$ cat config.mk
export PLATFORM = sky130hd
export DESIGN_NAME = camera_view_transform
export DESIGN_NICKNAME = d
export VERILOG_FILES = /design/src/hw/rtl/cvt_pkg.sv /design/src/hw/rtl/cvt_ctrl.sv /design/src/hw/rtl/cvt_dp.sv /design/src/hw/rtl/camera_view_transform.sv
export SDC_FILE = /design/constraint.sdc
export NUM_CORES = 2
export LEC_CHECK = 0
export ABC_AREA = 0
export BUFFER_PORTS_ARGS = -buffer_cell sky130_fd_sc_hd__buf_4
export CAP_MARGIN = 25
export CORE_MARGIN = 8
export CORE_UTILIZATION = 35
export DETAILED_ROUTE_END_ITERATION = 16
export PLACE_DENSITY = 0.52
export SLEW_MARGIN = 20
export SYNTH_ARGS = -nofsm -noshare
export SYNTH_HDL_FRONTEND = slang
export SYNTH_SLANG_ARGS = --single-unit
$ cat constraint.sdc
create_clock -name clk -period 16.7 [get_ports clk]
set_input_delay 1.67 -clock clk [delete_from_list [all_inputs] [get_ports clk]]
set_output_delay 1.67 -clock clk [all_outputs]
set_load 0.02 [all_outputs]
$ cat src/hw/rtl/cvt_pkg.sv
`timescale 1ns / 1ps
// Shared types and constants for the camera view transform block.
// Used by the controller, the datapath, the top level and the checker.
package cvt_pkg;

    localparam int CORDIC_STEPS = 16;
    localparam int TAB_LEN      = 24;
    localparam int STEP_W       = 5;
    localparam logic [STEP_W-1:0] STEP_LAST = STEP_W'(CORDIC_STEPS - 1);

    localparam int COORD_W = 32;
    localparam int ME_W    = 18;   // matrix entry, Q2.16
    localparam int T_W     = 19;   // rotation entry with headroom for negation
    localparam int D_W     = 33;   // point minus camera
    localparam int P_W     = ME_W + D_W;
    localparam int ACC_W   = P_W + 3;
    localparam int CX_W    = 34;   // CORDIC x, y in Q4.30
    localparam int CZ_W    = 33;   // CORDIC residual angle

    typedef enum logic [2:0] {
        CMD_XFORM = 3'd0,
        CMD_ROT_X = 3'd1,
        CMD_ROT_Y = 3'd2,
        CMD_ROT_Z = 3'd3,
        CMD_LOAD  = 3'd4
    } cmd_t;

    localparam logic [1:0] REG_CAM_X = 2'd0;
    localparam logic [1:0] REG_CAM_Y = 2'd1;
    localparam logic [1:0] REG_CAM_Z = 2'd2;

    // Controller to datapath commands
    typedef struct packed {
        logic              capture;
        logic              cordic_step;
        logic              sc_load;
        logic              mul;
        logic              acc;
        logic              wr;
        logic              commit;
        logic              out_load;
        logic [STEP_W-1:0] step;
        logic [1:0]        r;
        logic [1:0]        c;
        logic [1:0]        k;
    } cvt_ctl_t;

    function automatic logic [29:0] atan_val(input logic [STEP_W-1:0] i);
        logic [29:0] v;
        case (i)
            5'd0:  v = 30'd536870912;
            5'd1:  v = 30'd316933406;
            5'd2:  v = 30'd167458907;
            5'd3:  v = 30'd85004756;
            5'd4:  v = 30'd42667331;
            5'd5:  v = 30'd21354465;
            5'd6:  v = 30'd10679838;
            5'd7:  v = 30'd5340245;
            5'd8:  v = 30'd2670163;
            5'd9:  v = 30'd1335087;
            5'd10: v = 30'd667544;
            5'd11: v = 30'd333772;
            5'd12: v = 30'd166886;
            5'd13: v = 30'd83443;
            5'd14: v = 30'd41722;
            5'd15: v = 30'd20861;
            5'd16: v = 30'd10430;
            5'd17: v = 30'd5215;
            5'd18: v = 30'd2608;
            5'd19: v = 30'd1304;
            5'd20: v = 30'd652;
            5'd21: v = 30'd326;
            5'd22: v = 30'd163;
            5'd23: v = 30'd81;
            default: v = 30'd0;
        endcase
        return v;
    endfunction

endpackage

$ cat src/hw/rtl/cvt_ctrl.sv
`timescale 1ns / 1ps
// Sequencer for the camera view transform: CORDIC steps, multiply-accumulate
// passes and output handoff. Depends on cvt_pkg.
module cvt_ctrl (
    input  logic            clk,
    input  logic            rst_n,
    input  logic            in_valid,
    output logic            in_ready,
    input  logic [2:0]      cmd,
    output logic            out_valid,
    input  logic            out_ready,
    output cvt_pkg::cvt_ctl_t ctl
);
    import cvt_pkg::*;

    typedef enum logic [7:0] {
        S_IDLE   = 8'b0000_0001,
        S_CORD   = 8'b0000_0010,
        S_SC     = 8'b0000_0100,
        S_MUL    = 8'b0000_1000,
        S_ACC    = 8'b0001_0000,
        S_WR     = 8'b0010_0000,
        S_COMMIT = 8'b0100_0000,
        S_DONE   = 8'b1000_0000
    } state_t;

    state_t            state_reg, state_next;
    logic [STEP_W-1:0] step_reg, step_next;
    logic [1:0]        r_reg, r_next, c_reg, c_next, k_reg, k_next;
    logic              xform_reg, xform_next;
    logic              out_valid_reg, out_valid_next;

    always_comb
    begin
        state_next = state_reg;
        step_next  = step_reg;
        r_next     = r_reg;
        c_next     = c_reg;
        k_next     = k_reg;
        xform_next = xform_reg;
        in_ready   = 1'b0;
        ctl        = '0;
        ctl.step   = step_reg;
        ctl.r      = r_reg;
        ctl.c      = c_reg;
        ctl.k      = k_reg;
        case (state_reg)
            S_IDLE:
            begin
                in_ready = 1'b1;
                if (in_valid)
                begin
                    ctl.capture = 1'b1;
                    r_next = 2'd0;
                    c_next = 2'd0;
                    k_next = 2'd0;
                    step_next = '0;
                    case (cmd)
                        CMD_XFORM:
                        begin
                            xform_next = 1'b1;
                            state_next = S_MUL;
                        end
                        CMD_ROT_X, CMD_ROT_Y, CMD_ROT_Z:
                        begin
                            xform_next = 1'b0;
                            state_next = S_CORD;
                        end
                        default: state_next = S_IDLE;
                    endcase
                end
            end
            S_CORD:
            begin
                ctl.cordic_step = 1'b1;
                if (step_reg == STEP_LAST)
                    state_next = S_SC;
                else
                    step_next = step_reg + 1'b1;
            end
            S_SC:
            begin
                ctl.sc_load = 1'b1;
                state_next = S_MUL;
            end
            S_MUL:
            begin
                ctl.mul = 1'b1;
                state_next = S_ACC;
            end
            S_ACC:
            begin
                ctl.acc = 1'b1;
                if (k_reg == 2'd2)
                    state_next = S_WR;
                else
                begin
                    k_next = k_reg + 1'b1;
                    state_next = S_MUL;
                end
            end
            S_WR:
            begin
                ctl.wr = 1'b1;
                k_next = 2'd0;
                state_next = S_MUL;
                if (xform_reg)
                begin
                    if (r_reg == 2'd2)
                        state_next = S_DONE;
                    else
                        r_next = r_reg + 1'b1;
                end
                else if (c_reg == 2'd2)
                begin
                    c_next = 2'd0;
                    if (r_reg == 2'd2)
                        state_next = S_COMMIT;
                    else
                        r_next = r_reg + 1'b1;
                end
                else
                    c_next = c_reg + 1'b1;
            end
            S_COMMIT:
            begin
                ctl.commit = 1'b1;
                state_next = S_IDLE;
            end
            S_DONE:
            begin
                // hold the result until the output register is free
                if (!out_valid_reg || out_ready)
                begin
                    ctl.out_load = 1'b1;
                    state_next = S_IDLE;
                end
            end
            default: state_next = S_IDLE;
        endcase
    end

    assign out_valid_next = ctl.out_load | (out_valid_reg & ~out_ready);
    assign out_valid = out_valid_reg;

    always_ff @(posedge clk or negedge rst_n)
    begin
        if (!rst_n)
        begin
            state_reg     <= S_IDLE;
            step_reg      <= '0;
            r_reg         <= 2'd0;
            c_reg         <= 2'd0;
            k_reg         <= 2'd0;
            xform_reg     <= 1'b0;
            out_valid_reg <= 1'b0;
        end
        else
        begin
            state_reg     <= state_next;
            step_reg      <= step_next;
            r_reg         <= r_next;
            c_reg         <= c_next;
            k_reg         <= k_next;
            xform_reg     <= xform_next;
            out_valid_reg <= out_valid_next;
        end
    end

endmodule

$ cat src/hw/rtl/cvt_dp.sv
`timescale 1ns / 1ps
// Datapath: camera position, view matrix, CORDIC sine/cosine and one shared
// multiply-accumulate unit. Depends on cvt_pkg; driven by cvt_ctrl.
module cvt_dp (
    input  logic                       clk,
    input  logic                       rst_n,
    input  cvt_pkg::cvt_ctl_t          ctl,
    input  logic                       cfg_wr_en,
    input  logic [1:0]                 cfg_addr,
    input  logic [31:0]                cfg_wdata,
    input  logic [2:0]                 cmd,
    input  logic signed [31:0]         coord_x,
    input  logic signed [31:0]         coord_y,
    input  logic signed [31:0]         coord_z,
    input  logic [15:0]                angle,
    input  logic [1:0]                 row_sel,
    output logic signed [31:0]         view_x,
    output logic signed [31:0]         view_y,
    output logic signed [31:0]         view_z
);
    import cvt_pkg::*;

    localparam logic signed [T_W-1:0] ONE_T = T_W'(65536);

    function automatic logic signed [ME_W-1:0] sat18_acc(input logic signed [ACC_W-1:0] v);
        logic signed [ME_W-1:0] o;
        if (v > ACC_W'(131071))
            o = ME_W'(131071);
        else if (v < -ACC_W'(131072))
            o = -ME_W'(131072);
        else
            o = v[ME_W-1:0];
        return o;
    endfunction

    function automatic logic signed [31:0] sat32_acc(input logic signed [ACC_W-1:0] v);
        logic signed [31:0] o;
        if (v > ACC_W'(64'sd2147483647))
            o = 32'sh7FFF_FFFF;
        else if (v < -ACC_W'(64'sd2147483648))
            o = 32'sh8000_0000;
        else
            o = v[31:0];
        return o;
    endfunction

    function automatic logic signed [ME_W-1:0] sat18_in(input logic signed [31:0] v);
        logic signed [ME_W-1:0] o;
        if (v > 32'sd131071)
            o = ME_W'(131071);
        else if (v < -32'sd131072)
            o = -ME_W'(131072);
        else
            o = v[ME_W-1:0];
        return o;
    endfunction

    function automatic logic signed [T_W-1:0] q30_to_q16(input logic signed [CX_W-1:0] v);
        logic signed [CX_W-1:0] sh;
        logic signed [T_W-1:0]  o;
        sh = (v + CX_W'(8192)) >>> 14;
        if (sh > CX_W'(131071))
            o = T_W'(131071);
        else if (sh < -CX_W'(131072))
            o = -T_W'(131072);
        else
            o = T_W'(sh[ME_W-1:0]) | {{(T_W-ME_W){sh[ME_W-1]}}, {ME_W{1'b0}}};
        return o;
    endfunction

    function automatic logic signed [T_W-1:0] t_entry(input logic [2:0] op,
        input logic [1:0] k, input logic [1:0] c,
        input logic signed [T_W-1:0] cs, input logic signed [T_W-1:0] sn);
        logic signed [T_W-1:0] t;
        t = '0;
        case (op)
            CMD_ROT_X:
                case ({k, c})
                    4'b00_00: t = ONE_T;
                    4'b01_01: t = cs;
                    4'b01_10: t = -sn;
                    4'b10_01: t = sn;
                    4'b10_10: t = cs;
                    default:  t = '0;
                endcase
            CMD_ROT_Y:
                case ({k, c})
                    4'b00_00: t = cs;
                    4'b00_10: t = sn;
                    4'b01_01: t = ONE_T;
                    4'b10_00: t = -sn;
                    4'b10_10: t = cs;
                    default:  t = '0;
                endcase
            default:
                case ({k, c})
                    4'b00_00: t = cs;
                    4'b00_01: t = -sn;
                    4'b01_00: t = sn;
                    4'b01_01: t = cs;
                    4'b10_10: t = ONE_T;
                    default:  t = '0;
                endcase
        endcase
        return t;
    endfunction

    logic signed [31:0]     cam_reg [3];
    logic signed [ME_W-1:0] m_reg [9];
    logic signed [ME_W-1:0] nm_reg [9];
    logic signed [D_W-1:0]  d_reg [3];
    logic signed [31:0]     res_reg [3];
    logic signed [31:0]     out_reg [3];
    logic [2:0]             op_reg;
    logic [1:0]             q_reg;
    logic signed [CX_W-1:0] x_reg, y_reg;
    logic signed [CZ_W-1:0] z_reg;
    logic signed [T_W-1:0]  cs_reg, sn_reg;
    logic signed [P_W-1:0]  prod_reg;
    logic signed [ACC_W-1:0] acc_reg;

    logic signed [CX_W-1:0] dx, dy;
    logic signed [CZ_W-1:0] at;
    logic signed [T_W-1:0]  c_raw, s_raw, cs_next, sn_next;
    logic [3:0]             m_idx;
    logic [3:0]             row_base;
    logic signed [ME_W-1:0] mul_a;
    logic signed [D_W-1:0]  mul_b;
    logic signed [ACC_W-1:0] rnd;
    logic signed [ME_W-1:0] row_e [3];

    assign dx    = y_reg >>> ctl.step;
    assign dy    = x_reg >>> ctl.step;
    assign at    = CZ_W'(atan_val(ctl.step));
    assign c_raw = q30_to_q16(x_reg);
    assign s_raw = q30_to_q16(y_reg);

    always_comb
    begin
        case (q_reg)
            2'd0:    begin cs_next = c_raw;  sn_next = s_raw;  end
            2'd1:    begin cs_next = -s_raw; sn_next = c_raw;  end
            2'd2:    begin cs_next = -c_raw; sn_next = -s_raw; end
            default: begin cs_next = s_raw;  sn_next = -c_raw; end
        endcase
    end

    assign m_idx = ({2'b00, ctl.r} << 1) + {2'b00, ctl.r} + {2'b00, ctl.k};
    assign mul_a = m_reg[m_idx];
    assign mul_b = (op_reg == CMD_XFORM) ? d_reg[ctl.k]
                 : D_W'(t_entry(op_reg, ctl.k, ctl.c, cs_reg, sn_reg));
    assign rnd   = (acc_reg + ACC_W'(32768)) >>> 16;

    assign row_base = ({2'b00, row_sel} << 1) + {2'b00, row_sel};

    assign row_e[0] = sat18_in(coord_x);
    assign row_e[1] = sat18_in(coord_y);
    assign row_e[2] = sat18_in(coord_z);

    // camera position and view matrix
    always_ff @(posedge clk or negedge rst_n)
    begin
        if (!rst_n)
        begin
            for (int i = 0; i < 3; i++)
                cam_reg[i] <= '0;
            for (int i = 0; i < 9; i++)
                m_reg[i] <= (i % 4 == 0) ? ME_W'(65536) : '0;
        end
        else
        begin
            if (cfg_wr_en)
            begin
                case (cfg_addr)
                    REG_CAM_X: cam_reg[0] <= cfg_wdata;
                    REG_CAM_Y: cam_reg[1] <= cfg_wdata;
                    REG_CAM_Z: cam_reg[2] <= cfg_wdata;
                    default:   ;
                endcase
            end
            if (ctl.capture && cmd == CMD_LOAD && row_sel != 2'd3)
            begin
                for (int j = 0; j < 3; j++)
                    m_reg[row_base + 4'(j)] <= row_e[j];
            end
            if (ctl.commit)
            begin
                for (int i = 0; i < 9; i++)
                    m_reg[i] <= nm_reg[i];
            end
        end
    end

    always_ff @(posedge clk)
    begin
        if (ctl.capture)
        begin
            op_reg   <= cmd;
            d_reg[0] <= D_W'(coord_x) - D_W'(cam_reg[0]);
            d_reg[1] <= D_W'(coord_y) - D_W'(cam_reg[1]);
            d_reg[2] <= D_W'(coord_z) - D_W'(cam_reg[2]);
            q_reg    <= angle[15:14];
            x_reg    <= CX_W'(652032875);
            y_reg    <= '0;
            z_reg    <= {3'b000, angle[13:0], 16'h0000};
        end
        if (ctl.cordic_step)
        begin
            if (!z_reg[CZ_W-1])
            begin
                x_reg <= x_reg - dx;
                y_reg <= y_reg + dy;
                z_reg <= z_reg - at;
            end
            else
            begin
                x_reg <= x_reg + dx;
                y_reg <= y_reg - dy;
                z_reg <= z_reg + at;
            end
        end
        if (ctl.sc_load)
        begin
            cs_reg <= cs_next;
            sn_reg <= sn_next;
        end
        if (ctl.mul)
            prod_reg <= mul_a * mul_b;
        if (ctl.acc)
            acc_reg <= ((ctl.k == 2'd0) ? '0 : acc_reg) + ACC_W'(prod_reg);
        if (ctl.wr)
        begin
            if (op_reg == CMD_XFORM)
                res_reg[ctl.r] <= sat32_acc(rnd);
            else
                nm_reg[({2'b00, ctl.r} << 1) + {2'b00, ctl.r} + {2'b00, ctl.c}]
                    <= sat18_acc(rnd);
        end
        if (ctl.out_load)
        begin
            for (int i = 0; i < 3; i++)
                out_reg[i] <= res_reg[i];
        end
    end

    assign view_x = out_reg[0];
    assign view_y = out_reg[1];
    assign view_z = out_reg[2];

endmodule

$ cat src/hw/rtl/camera_view_transform.sv
`timescale 1ns / 1ps
// Top level of the camera view transform block.
// Depends on cvt_pkg, cvt_ctrl and cvt_dp.
//
// Usage:
//   Input channel (in_valid/in_ready) carries one command item: transform,
//   rotate about x, y or z, or load one matrix row. Only a transform gives a
//   result item, on the output channel (out_valid/out_ready).
//   Camera position is written through cfg_wr_en/cfg_addr/cfg_wdata while
//   the block is idle; addresses other than 0..2 are dropped.
//   One item is worked on at a time; in_ready is high only while idle.
//   Transform: multiply-accumulate passes (9 products on one shared
//     multiplier, plus one write per row), then handoff to the output register.
//   Rotation: CORDIC_STEPS CORDIC steps, a sine/cosine load, then the 27 matrix
//     products on the same multiplier and a commit of the new matrix.
//   Load row and unused commands finish in the accept cycle.
//   A result sits in an output register; a new item is accepted while it
//   waits, and a following transform holds in its last step until the
//   receiver takes the waiting result.
//   Reset clears the camera position and sets the matrix to the identity.
module camera_view_transform (
    input  logic                clk,
    input  logic                rst_n,
    input  logic                cfg_wr_en,
    input  logic [1:0]          cfg_addr,
    input  logic [31:0]         cfg_wdata,
    input  logic                in_valid,
    output logic                in_ready,
    input  logic [2:0]          cmd,
    input  logic signed [31:0]  coord_x,
    input  logic signed [31:0]  coord_y,
    input  logic signed [31:0]  coord_z,
    input  logic [15:0]         angle,
    input  logic [1:0]          row_sel,
    output logic                out_valid,
    input  logic                out_ready,
    output logic signed [31:0]  view_x,
    output logic signed [31:0]  view_y,
    output logic signed [31:0]  view_z
);
    import cvt_pkg::*;

    cvt_ctl_t ctl;

    cvt_ctrl u_ctrl (
        .clk       (clk),
        .rst_n     (rst_n),
        .in_valid  (in_valid),
        .in_ready  (in_ready),
        .cmd       (cmd),
        .out_valid (out_valid),
        .out_ready (out_ready),
        .ctl       (ctl)
    );

    cvt_dp u_dp (
        .clk       (clk),
        .rst_n     (rst_n),
        .ctl       (ctl),
        .cfg_wr_en (cfg_wr_en),
        .cfg_addr  (cfg_addr),
        .cfg_wdata (cfg_wdata),
        .cmd       (cmd),
        .coord_x   (coord_x),
        .coord_y   (coord_y),
        .coord_z   (coord_z),
        .angle     (angle),
        .row_sel   (row_sel),
        .view_x    (view_x),
        .view_y    (view_y),
        .view_z    (view_z)
    );

endmodule

==> results.toml <==
[timing]
post-route-min-period_ps = 10870
period_share_pct = 65.1
finalClockSkew_ps = 114
hold_violations = 0
tns_ps = 0
relSlewSlack_pct = 23.4
rsz0062_at_grt = "no"
slew_violations = 0
setup_viol = 0
worst_pin_slew_ps = 1150
clock.fmax_mhz = 92.0

[global_routing]
overflow = 0
antenna_found_initial = 10
grt_pass1_wl_um = 440000
grt_max_degree = 178
grt_pass1_vias = 69300
grt_use_total_pct = 22.0

[clocking]
h-tree-depth = 3
max-clock-path-buffers = 3
postCtsHoldBufs = 0
cts_post_setup_buffers_inserted = 0
cts_resized = 0
cts-root-buf = "clkbuf_16"
cts.clk_slew.worst_paths_ps = 60
cts.sinks = 981
clk_latency_ps = 810
cts_tree = "built"
numCtsBuffers = 117

[worst_setup_path]
r2r_end = "u_dp.prod_reg[50]"
reg2reg_depth = 34
cp_common_cell = "fa_1"
ff2ff_setup_slack_ps = 5830
critPathCapture = "u_dp.prod_reg[50]"
max_stage_delay_ps = 920
path_class = "flip-flop to flip-flop"
r2r_start = "u_ctrl.k_reg[0]"
startpoint = "u_ctrl.k_reg[0]"
required_ps = 17210
arrival_ps = 11380
end_kind = "flip-flop"
cp_max_fo = 62
start_kind = "flip-flop"
slowest_stage = "o41ai_2"

[placement]
portBuffers = 253
dpl.hpwl_um = 218000
globalplace.congestion = 0.911

[route]
drc = 0
wl_um = 294000
dr.pass1.iters = 8
routed-via-count = 69500
vias_per_cell = 5.63
wl_per_cell_um = 23.8
ant_nets = 0
drtIter0Drc = 6848

[floorplan]
core_um2 = 243000
ios = 254
chipWidth_um = 510
initial_core_util_pct = 35.1
die_area_um2 = 260000
rows = 181
die_h_um = 510

[logic_synthesis]
synth_edf_count = 702
ys_types = 109
synth_area_um2 = 85400
synth_commonest_cells = "inv_1, nand2_1, nor2_1"
synth_largest_area_cell = "edfxtp_1"
yosysWarnings = 0
avgSynthCellArea_um2 = 9.50
synth_fp_nets = 10100
synthArstFlopShare_pct = 28.4
muxShareOfSynthArea_pct = 6.24
synth-compound-area-share_pct = 16.6
ys_ff_latch = 981
synth_fa_ha_area_share_pct = 19.5
synth.most_common_cell = "inv_1"
yosys.area_share.simple_pct = 13.8
synth_area_leaders = "edfxtp_1, fa_1, dfrtp_1"
synth_top_area_share_pct = 24.7
synth_cells = 8985
yosys_most_used_dff = "edfxtp_1"
synth_top_family_by_area = "adder cells"
yosys.area_share.xor_xnor_pct = 4.51
ys_seq_area_share_pct = 32.9

[hold_path]
hold_class = "flip-flop to flip-flop"
worstHoldStart = "u_dp.res_reg[1][25]"

[run_status]
status = "complete, no violations"

[layout]
fin_util_pct = 39.3
synthToLayoutAreaGrowth_pct = 11.8
layout-drive-gt1-share_pct = 11.1
nets = 10200
fillers = 24000

[run]
maxCapViolations = 0
## final cells by class
class / instances / area [µm²] / area share [%]
diodes: 5 / 12.5 / 0.0131
clock buffers: 151 / 3160 / 3.31
clock inverters: 70 / 1120 / 1.17
inverters: 942 / 3540 / 3.71
multi-input cells: 6568 / 52200 / 54.7
flip-flops and latches: 981 / 28100 / 29.4
well taps: 3202 / 4010 / 4.20
repair buffers: 424 / 3300 / 3.46
## through the flow
step           hold slack [ps]  setup slack, ps  cell area [µm²]  instances
2_1_floorplan              400             7260            85400       8985
3_3_place_gp               401             6030            90900      12100
3_5_place_dp               405             5880            91000      12100
4_1_cts                    417             5900            95300      12300
5_1_grt                    419             5300            95400      12300
6_report                   415             5830            95400      12300
## layer usage
metal	wire, µm	GRT usage (%)	vias to the layer above	part of all wire [%]
met4	10400	7.47	16	3.5
li1	-	-	31600	-
met3	22600	4.03	499	7.7
met5	200	0.315	-	0.068
met2	131000	34.5	2671	44
met1	130000	30.6	34700	44
## worst min-delay path by stage
| stage | endpoint | slack, ps | cells past startpoint |
|---|---|---|---|
| global route | u_dp.out_reg[0][39] | 420 | 0 |
| floorplan | u_dp.out_reg[0][0] | 400 | 0 |
| CTS | u_dp.out_reg[0][57] | 420 | 0 |
| global placement | u_dp.out_reg[0][92] | 400 | 0 |
| detailed placement | u_dp.out_reg[0][26] | 400 | 0 |
| finish | u_dp.out_reg[0][57] | 410 | 0 |
## placed cells by master, fill, tap and decap left out, drive strengths merged, types with 272 or more instances in the layout
master,instances
xnor2,272
nor2,712
fa,578
ha,405
buf,422
a21oi,568
nand2,907
o21ai,666
dfrtp,275
inv,941
edfxtp,702
## kinds of logic after synthesis
kind of cell,after synthesis
AO/OA/AOI/OAI,2253
buffers and inverters,1436
XOR/XNOR,440
AND/OR/NAND/NOR,2529
multiplexers,362
adder cells (fa/ha/maj),984
flip-flops,981
## critical path, delay by kind of cell (launching register included)
kind | cells | cell delay [ps]
AOI/OAI and AO/OA | 10 | 3770
xor gates and xnor gates | 1 | 130
adders and majority gates | 8 | 3680
buffers and inverters | 7 | 1280
DFF | 1 | 340
and+or+nand+nor | 8 | 1430
Power is left out: the tool's default activity adds up to more than one toggle a clock period on the data nets, which glitch-free logic cannot reach.
